--- src/sv/assert_macros.svh ---
// assertion macros for the dispatcher
`ifndef ASSERT_MACROS_SVH
`define ASSERT_MACROS_SVH
`ifndef SYNTHESIS
`define ASSERT_CLK(label, clk, rst, prop) \
  label: assert property (@(posedge clk) disable iff (rst) prop) else $error("assertion failed");
`define ASSERT_CLK_NR(label, clk, prop) \
  label: assert property (@(posedge clk) prop) else $error("assertion failed");
`else
`define ASSERT_CLK(label, clk, rst, prop)
`define ASSERT_CLK_NR(label, clk, prop)
`endif
`endif

--- src/sv/crrd_pkg.sv ---
package crrd_pkg;
  localparam int MaxWorkers = 16;
  localparam int PosW = $clog2(MaxWorkers);
  localparam int CntW = $clog2(MaxWorkers + 1);

  localparam logic [1:0] OP_REG = 2'd0;
  localparam logic [1:0] OP_DEREG = 2'd1;
  localparam logic [1:0] OP_DISP = 2'd2;

  localparam logic [1:0] ST_OK = 2'd0;
  localparam logic [1:0] ST_NOT_FOUND = 2'd1;
  localparam logic [1:0] ST_BUSY = 2'd2;
  localparam logic [1:0] ST_FULL = 2'd3;

  // command from controller to datapath
  typedef struct packed {
    logic load;     // capture input item
    logic commit;   // apply table update and build result
  } crrd_cmd_t;
endpackage

--- src/sv/crrd_datapath.sv ---
// table of worker cells with a search on capture and a shift-to-back on commit
module crrd_datapath import crrd_pkg::*; (
  input  logic             clk,
  input  logic             rst,
  input  crrd_cmd_t        cmd,
  input  logic [1:0]       in_op,
  input  logic [15:0]      in_id,
  input  logic [7:0]       in_slots,
  output logic [1:0]       res_status,
  output logic [15:0]      res_id,
  output logic [6:0]       res_credit,
  output logic [CntW-1:0]  res_count
);
  logic [15:0]     ids [MaxWorkers];
  logic [6:0]      credits [MaxWorkers];
  logic [CntW-1:0] total;

  logic [1:0]      op;
  logic [15:0]     id;
  logic [6:0]      credit;
  logic            hit;
  logic [PosW-1:0] hit_pos;

  logic [MaxWorkers-1:0] id_match;
  logic [MaxWorkers-1:0] has_credit;
  logic            m_found, c_found;
  logic [PosW-1:0] m_pos, c_pos;

  // parallel compare over cells, first match by priority
  always_comb begin
    m_found = 1'b0;
    c_found = 1'b0;
    m_pos = '0;
    c_pos = '0;
    for (int i = 0; i < MaxWorkers; i++) begin
      id_match[i] = (CntW'(i) < total) && (ids[i] == in_id);
      has_credit[i] = (CntW'(i) < total) && (credits[i] != 7'd0);
    end
    for (int i = MaxWorkers - 1; i >= 0; i--) begin
      if (id_match[i]) begin
        m_found = 1'b1;
        m_pos = PosW'(i);
      end
      if (has_credit[i]) begin
        c_found = 1'b1;
        c_pos = PosW'(i);
      end
    end
  end

  // capture item and search result
  always_ff @(posedge clk) begin
    if (cmd.load) begin
      op <= in_op;
      id <= in_id;
      credit <= in_slots[7] ? 7'd0 : in_slots[6:0];
      hit <= (in_op == OP_DISP) ? c_found : m_found;
      hit_pos <= (in_op == OP_DISP) ? c_pos : m_pos;
    end
  end

  logic            do_remove, do_append;
  logic [15:0]     app_id;
  logic [6:0]      app_credit;
  logic [CntW-1:0] total_next;
  logic [1:0]      status;
  logic [CntW-1:0] tail;

  // decide the update
  always_comb begin
    do_remove = 1'b0;
    do_append = 1'b0;
    app_id = id;
    app_credit = credit;
    status = ST_OK;
    case (op)
      OP_REG: begin
        if (hit) begin
          do_remove = 1'b1;
          do_append = 1'b1;
        end else if (total == CntW'(MaxWorkers)) begin
          status = ST_FULL;
        end else begin
          do_append = 1'b1;
        end
      end
      OP_DEREG: begin
        if (hit) do_remove = 1'b1;
        else status = ST_NOT_FOUND;
      end
      OP_DISP: begin
        if (hit) begin
          do_remove = 1'b1;
          do_append = 1'b1;
          app_id = ids[hit_pos];
          app_credit = credits[hit_pos] - 7'd1;
        end else begin
          status = ST_BUSY;
        end
      end
      default: ;
    endcase
    total_next = total - CntW'(do_remove) + CntW'(do_append);
    tail = total_next - 1'b1;
  end

  // shift cells above the removed one down by one, write appended at the tail
  always_ff @(posedge clk) begin
    if (cmd.commit) begin
      for (int i = 0; i < MaxWorkers; i++) begin
        if (do_append && CntW'(i) == tail) begin
          ids[i] <= app_id;
          credits[i] <= app_credit;
        end else if (do_remove && PosW'(i) >= hit_pos && i < MaxWorkers - 1) begin
          ids[i] <= ids[(i + 1) % MaxWorkers];
          credits[i] <= credits[(i + 1) % MaxWorkers];
        end
      end
      res_status <= status;
      res_id <= (op == OP_DISP && hit) ? app_id : 16'd0;
      res_credit <= (op == OP_DISP && hit) ? app_credit : 7'd0;
      res_count <= total_next;
    end
  end

  // entry count
  always_ff @(posedge clk) begin
    if (rst) total <= '0;
    else if (cmd.commit) total <= total_next;
  end
endmodule

--- src/sv/crrd_ctrl.sv ---
// handshake sequencer: accept, commit, hold result
module crrd_ctrl import crrd_pkg::*; (
  input  logic      clk,
  input  logic      rst,
  input  logic      in_valid,
  output logic      in_ready,
  output logic      out_valid,
  input  logic      out_ready,
  output crrd_cmd_t cmd
);
  localparam logic [1:0] S_IDLE = 2'd0;
  localparam logic [1:0] S_EXEC = 2'd1;
  localparam logic [1:0] S_OUT = 2'd2;

  logic [1:0] state, state_next;

  assign in_ready = (state == S_IDLE);
  assign out_valid = (state == S_OUT);
  assign cmd.load = in_valid && in_ready;
  assign cmd.commit = (state == S_EXEC);

  // next state
  always_comb begin
    state_next = state;
    case (state)
      S_IDLE: if (in_valid) state_next = S_EXEC;
      S_EXEC: state_next = S_OUT;
      S_OUT: if (out_ready) state_next = S_IDLE;
      default: state_next = S_IDLE;
    endcase
  end

  always_ff @(posedge clk) begin
    if (rst) state <= S_IDLE;
    else state <= state_next;
  end
endmodule

--- src/sv/credit_round_robin_dispatcher.sv ---
// Credit round-robin dispatcher: one request per transaction (register,
// deregister, dispatch), one result transaction each. In the accepting cycle
// the id or credit is compared against every table cell in parallel, and the
// search result is registered with the item. The next cycle shifts the table,
// appends at the back and loads the result register. The result is then
// offered and held until taken. The next item is accepted in the cycle after
// the result leaves, so one item is handled at a time and a waiting result
// holds off the next request. No clearing pass follows reset.
`include "assert_macros.svh"
module credit_round_robin_dispatcher import crrd_pkg::*; (
  input  logic        clk,
  input  logic        rst,
  input  logic        s_axis_tvalid,
  output logic        s_axis_tready,
  input  logic [31:0] s_axis_tdata,  // opcode[1:0], worker_id[17:2], slot_count[25:18]
  output logic        m_axis_tvalid,
  input  logic        m_axis_tready,
  output logic [31:0] m_axis_tdata   // status[1:0], chosen_id[17:2], credit_left[24:18],
                                     // worker_count[29:25]
);
  crrd_cmd_t       cmd;
  logic [1:0]      res_status;
  logic [15:0]     res_id;
  logic [6:0]      res_credit;
  logic [CntW-1:0] res_count;

  crrd_ctrl u_ctrl (
    .clk(clk), .rst(rst),
    .in_valid(s_axis_tvalid), .in_ready(s_axis_tready),
    .out_valid(m_axis_tvalid), .out_ready(m_axis_tready),
    .cmd(cmd)
  );

  crrd_datapath u_dp (
    .clk(clk), .rst(rst), .cmd(cmd),
    .in_op(s_axis_tdata[1:0]), .in_id(s_axis_tdata[17:2]),
    .in_slots(s_axis_tdata[25:18]),
    .res_status(res_status), .res_id(res_id),
    .res_credit(res_credit), .res_count(res_count)
  );

  assign m_axis_tdata = {2'b00, 5'(res_count), res_credit, res_id, res_status};

  `ASSERT_CLK(a_no_overlap, clk, rst, !(s_axis_tready && m_axis_tvalid))
  `ASSERT_CLK(a_load_then_out, clk, rst, (s_axis_tvalid && s_axis_tready) |=> ##1 m_axis_tvalid)
  `ASSERT_CLK(a_count_range, clk, rst, m_axis_tvalid |-> (res_count <= CntW'(MaxWorkers)))
endmodule

--- config.mk ---
export PLATFORM = sky130hd
export DESIGN_NAME = credit_round_robin_dispatcher
export DESIGN_NICKNAME = d
export VERILOG_FILES = /design/src/sv/crrd_pkg.sv /design/src/sv/crrd_datapath.sv /design/src/sv/crrd_ctrl.sv /design/src/sv/credit_round_robin_dispatcher.sv
export VERILOG_INCLUDE_DIRS = /design/src /design/src/sv
export SDC_FILE = /design/constraint.sdc
export NUM_CORES = 1
export LEC_CHECK = 0
export BUFFER_PORTS_ARGS = -buffer_cell sky130_fd_sc_hd__buf_2
export CAP_MARGIN = 20
export CELL_PAD_IN_SITES_DETAIL_PLACEMENT = 0
export CELL_PAD_IN_SITES_GLOBAL_PLACEMENT = 1
export CORE_MARGIN = 10
export CORE_UTILIZATION = 55
export DETAILED_ROUTE_END_ITERATION = 6
export PLACE_DENSITY = 0.9
export SYNTH_ARGS = -nofsm -noshare
export SYNTH_HDL_FRONTEND = slang
export SYNTH_SLANG_ARGS = --single-unit
--- constraint.sdc ---
create_clock -name clk -period 7.85 [get_ports clk]
set_input_delay 0.3925 -clock clk [delete_from_list [all_inputs] [get_ports clk]]
set_output_delay 0.3925 -clock clk [all_outputs]
set_load 0.01 [all_outputs]
* Word level (Yosys, flattened, before mapping)
Memory sizes are Yosys's and may differ from the RTL's. A register that Yosys moved wholly into a read port is not among the register bits.
Cells that the tools add are included.
** Operators by class
- $add $sub $neg :: 4
- Order comparisons :: 31
- Eq/ne operators :: 39
- Muxes and demuxes :: 223
- Bitwise logic cells :: 30
- Reductions and logical operators :: 86
** Operators by type and width (number)
- 16-bit two-way mux :: 17
- 16-bit equality test :: 16
- 1-bit two-way mux :: 146
- 4-bit two-way mux :: 35
- 7-bit two-way mux :: 17
- 7-bit nonzero test :: 16
- 1-bit logical AND :: 65
- 4-bit by 5-bit equality test with 1-bit output (first input constant) :: 8
- 4-bit by 5-bit less-than comparator with 1-bit output (first input constant) :: 8
- 1-bit bitwise OR :: 30
- 4-bit >= comparator (first input constant) :: 7
- 3-bit by 5-bit equality test with 1-bit output (first input constant) :: 4
- 3-bit by 5-bit less-than comparator with 1-bit output (first input constant) :: 4
- 3-bit by 4-bit >= comparator with 1-bit output (first input constant) :: 4
- 2-bit case mux with 3 select lines :: 2
- 2-bit by 5-bit equality test with 1-bit output (first input constant) :: 2
- 1-bit by 5-bit less-than comparator with 1-bit output (first input constant) :: 2
- 2-bit by 5-bit less-than comparator with 1-bit output (first input constant) :: 2
- 2-bit two-way mux :: 5
- 1-bit by 4-bit >= comparator with 1-bit output (first input constant) :: 2
- 2-bit by 4-bit >= comparator with 1-bit output (first input constant) :: 2
- 7-bit by 1-bit subtractor with 7-bit output (second input constant) :: 1
- 2-bit equality test (second input constant) :: 3
- 5-bit by 1-bit adder with 5-bit output :: 1
- 12 further kinds :: 14
** Storage, ports and cells
- Register bits :: 67
- RAM bits :: 368
- Input port bits :: 36
- Output and inout bits :: 34
- Logic and storage cells :: 426
- Memories :: 2
** Memory list
- u_dp.ids :: depth 16, bits a word 16, read ports 17, clocked after Yosys merged registers in 1, wr ports 16, line crrd_datapath.sv:14 : logic [15:0] ids [MaxWorkers];
- u_dp.credits :: depth 16, bits a word 7, read ports 17, clocked after Yosys merged registers in 1, wr ports 16, line crrd_datapath.sv:15 : logic [6:0] credits [MaxWorkers];

* Depth between registers and ports, before layout
An unclocked memory read counts as a cell.
- Depth in word-level cells :: 21
- Depth in mapped cells :: 21
- Gate-level depth less buffers :: 18

* Hierarchy
Synthesis repeated with hierarchy kept, for this count alone.
** Second synthesis, totals
- Cells, all modules :: 1720
- Area total of the unflattened synthesis :: 25234.2 um^2
** Modules (own cells, without submodules)
- crrd_datapath :: times used 1, cells each 1707, area each 25107.8 um^2
- crrd_ctrl :: times used 1, cells each 10, area each 107.6 um^2
- credit_round_robin_dispatcher :: times used 1, cells each 3, area each 18.8 um^2

* Worst setup path before layout
Ideal clock, no wire load.
- Path type :: flip-flop to flip-flop
- From :: register u_dp.total[2]
- To :: memory u_dp.credits[15][0], enable pin
- Data arrival time :: 4.828 ns
- Data required time :: 7.389 ns
- Path slack :: 2.560 ns
- Stages on the path, launching flop included :: 14
- Path buffers :: 0
- Cells stage by stage :: dfxtp_1 -> inv_1 -> ha_1 -> nor4bb_1 -> nor2_1 -> nor2_1 -> nor2_1 -> ha_1 -> inv_1 -> fa_1 -> inv_1 -> nor2_1 -> nand2_1 -> nor4_1
** RTL lines
- from (decl) :: line crrd_datapath.sv:16 : logic [CntW-1:0] total;
- from (signal assigned) :: line crrd_datapath.sv:129 : else if (cmd.commit) total <= total_next;
- to (decl) :: line crrd_datapath.sv:15

==> results.json <==
{
  "ir_drop_mv": 0.172,
  "slowest_delay_ps": 780,
  "hpwl_um": 53900,
  "dr.pass1.iters": 5,
  "ff2ff_path_depth": 18,
  "rsz0062_at_grt": "false",
  "cts.htree.levels": 2,
  "fin_nets": 2103,
  "die_h_um": 235,
  "cts_hold_buffers": 2,
  "syn_area_um2": 25500,
  "grt_pass1_vias": 16941,
  "fmax_mhz": 167,
  "skew_ps": 20.9,
  "start_kind": "flip-flop",
  "worst_pin_slew_ps": 1120,
  "slew_viol_final": 0,
  "post_drt_wl_per_cell_um": 26.9,
  "yosysWarnings": 0,
  "routed_via_density": 6.47,
  "slew_headroom": 0.252,
  "worstSetupPathType": "flip-flop to flip-flop",
  "use_met3": 0.0399,
  "end_kind": "flip-flop",
  "met1_usage": 0.355,
  "synthTopCellsByCount": "edfxtp_1 (428), nor2_1 (339), mux2_2 (167)",
  "period_needed_ps": 6000,
  "synth_top_cell_by_area": "edfxtp_1",
  "grt_max_degree": 51,
  "crit_required_ps": 8200,
  "grt.overflow.total": 0,
  "ant_nets": 0,
  "area_growth_syn_to_layout_pct": 8.99,
  "post-place-ws_ps": 1570,
  "die_area_um2": 55300,
  "clock_latency_ps": 610,
  "synthFlopType": "edfxtp_1",
  "setup_ws_ps": 1850,
  "gp_congestion": 0.957,
  "power.total_mw": 6.13,
  "grt_pass1_wl_um": 109000,
  "post_cts_buffers": 0,
  "globalRouteMet2Util": 0.402,
  "cp_max_fo": 21,
  "layout-drive-gt1-share": 0.240,
  "portBuffers": 61,
  "cts_sinks": 439,
  "p_leak_nw": 9.35,
  "setup_viol": 0,
  "synthCells": 2037,
  "min_path_type": "input pin to flip-flop",
  "core_um2": 45600,
  "cts_tree": "done",
  "drt_wl_total_um": 72500,
  "min_path_cells": 3,
  "synth-seq-cells": 439,
  "timing.hold.ws_ps": 66.0,
  "route.detailed.drc": 0,
  "num_vias": 17417,
  "cts-resized-gates": 0,
  "clkTransAtPathRegs_ps": 50,
  "drt_iter0_drc": 2638,
  "synth_top_area_frac": 0.505,
  "antenna_found_initial": 4,
  "clock_path_buffers": 3,
  "cp_cell_sequence": "inv_1 -> ha_1 -> nor4bb_1 -> nor2_1 -> nor2_1 -> nor2_1 -> ha_1 -> inv_1 -> fa_1 -> o21bai_1 -> a21oi_1 -> xnor2_1 -> inv_1 -> nor3_1 -> and3_1 -> a221o_1 -> o21ai_2 -> buf_8",
  "die_x_um": 235,
  "status": "complete, no violations",
  "grt_util_all_layers": 0.256,
  "initial_core_util": 0.559,
  "syn_area_per_cell_um2": 12.5,
  "timing.final.crit_share": 0.765,
  "nFillCells": 3485,
  "hold_viol_final": 0,
  "setup-tns-final_ps": 0,
  "grt_busiest_layer": "met2",
  "ys_types": 73,
  "cts_made_buffers": 49,
  "p_per_area_nw_per_um2": 221,
  "clock-root-buffer": "clkbuf_16",
  "maxCapViolCount": 0,
  "synth_most_common_cell": "edfxtp_1",
  "synthTopCellsByArea": "edfxtp_1 (50%), mux4_2 (8.4%), mux2_2 (7.4%)",
  "arrival_ps": 6350,
  "cp_slowest_cell": "a221o_1",
  "synth-edff-count": 428,
  "ios": 70,
  "synthArstFlopShare": 0,
  "num_rows": 78,
  "ys_seq_area_frac": 0.513
}
[cell type report]
type | instances | area (um^2) | share of cell area
Clock inverter | 19 | 170 | 0.00613
Sequential cell | 439 | 13100 | 0.471
Multi-Input combinational cell | 1425 | 11600 | 0.417
Clock buffer | 69 | 1300 | 0.0469
Antenna cell | 1 | 2.50 | 0.0000902
Timing Repair Buffer | 109 | 756 | 0.0272
Inverter | 29 | 109 | 0.00392
Tap cell | 600 | 751 | 0.0271
[metrics by stage]
step / std cells / instance area, um^2 / util
after floorplan: 2038 / 25500 / -
after global placement: 2591 / 26100 / 0.573
after detailed placement: 2594 / 26200 / 0.574
after CTS: 2684 / 27600 / 0.607
after global routing: 2691 / 27800 / 0.609
final: 2691 / 27800 / 0.609
[flip-flops by register name, summed over array words and instances, names as in the netlist, named ones only]
register / flops
u_dp.total: 5
u_dp.res_credit: 7
u_dp.res_count: 5
u_ctrl.state: 2
u_dp.credits: 112
u_dp.credit: 7
u_dp.id: 16
u_dp.op: 2
u_dp.hit: 1
u_dp.ids: 256
u_dp.res_id: 16
u_dp.hit_pos: 4
u_dp.res_status: 2
[worst max-delay path, delay by kind of cell, from the launching register on]
family	cells	cell delay, ps
AOI/OAI and AO/OA	4	1300
DFF	1	490
buffers and inverters	4	660
adders and majority gates	3	910
and+or+nand+nor	6	1890
xor gates and xnor gates	1	490
[layer usage]
layer,routed length (um),part of all wire
met4,2490,0.034
met2,33800,0.47
met3,7320,0.10
met1,28800,0.40
met5,19,0.00026
[cell families after synthesis]
logic type | Yosys count | share of synthesized area
AOI/OAI and AO/OA | 217 | 0.0557
xor gates and xnor gates | 266 | 0.0915
adders and majority gates | 14 | 0.00717
buffers and inverters | 174 | 0.0385
DFF | 439 | 0.513
muxes | 282 | 0.178
other | 1 | 0.000147
and+or+nand+nor | 644 | 0.115
[layout by cell type (no fill, tap or decap), types with 36 or more instances in the layout]
cell and count:
edfxtp_1 428, nor2_1 339, mux2_2 167, xnor2_1 146, xor2_1 120, nand2_1 107
mux4_2 95, o21ai_0 81, buf_2 61, clkbuf_16 49, nor4_1 46, buf_4 37
a21oi_1 36, nand4_1 36
[path summary, 6_finish.rpt]
path,end,slack [ps],start
min,u_ctrl.state[1],70,m_axis_tready
max,u_dp.ids[4][12],1850,u_dp.total[2]
max reg2reg,u_dp.ids[4][12],1850,u_dp.total[2]
min reg2reg,u_dp.total[3],520,u_dp.total[3]
[power breakdown]
part | total (mW) | switching, mW | internal (mW)
Sequential | 2.80 | 0.0962 | 2.70
Combinational | 1.13 | 0.656 | 0.474
Clock | 2.20 | 0.949 | 1.25
No activity file was read; power rests on OpenSTA's default activity.
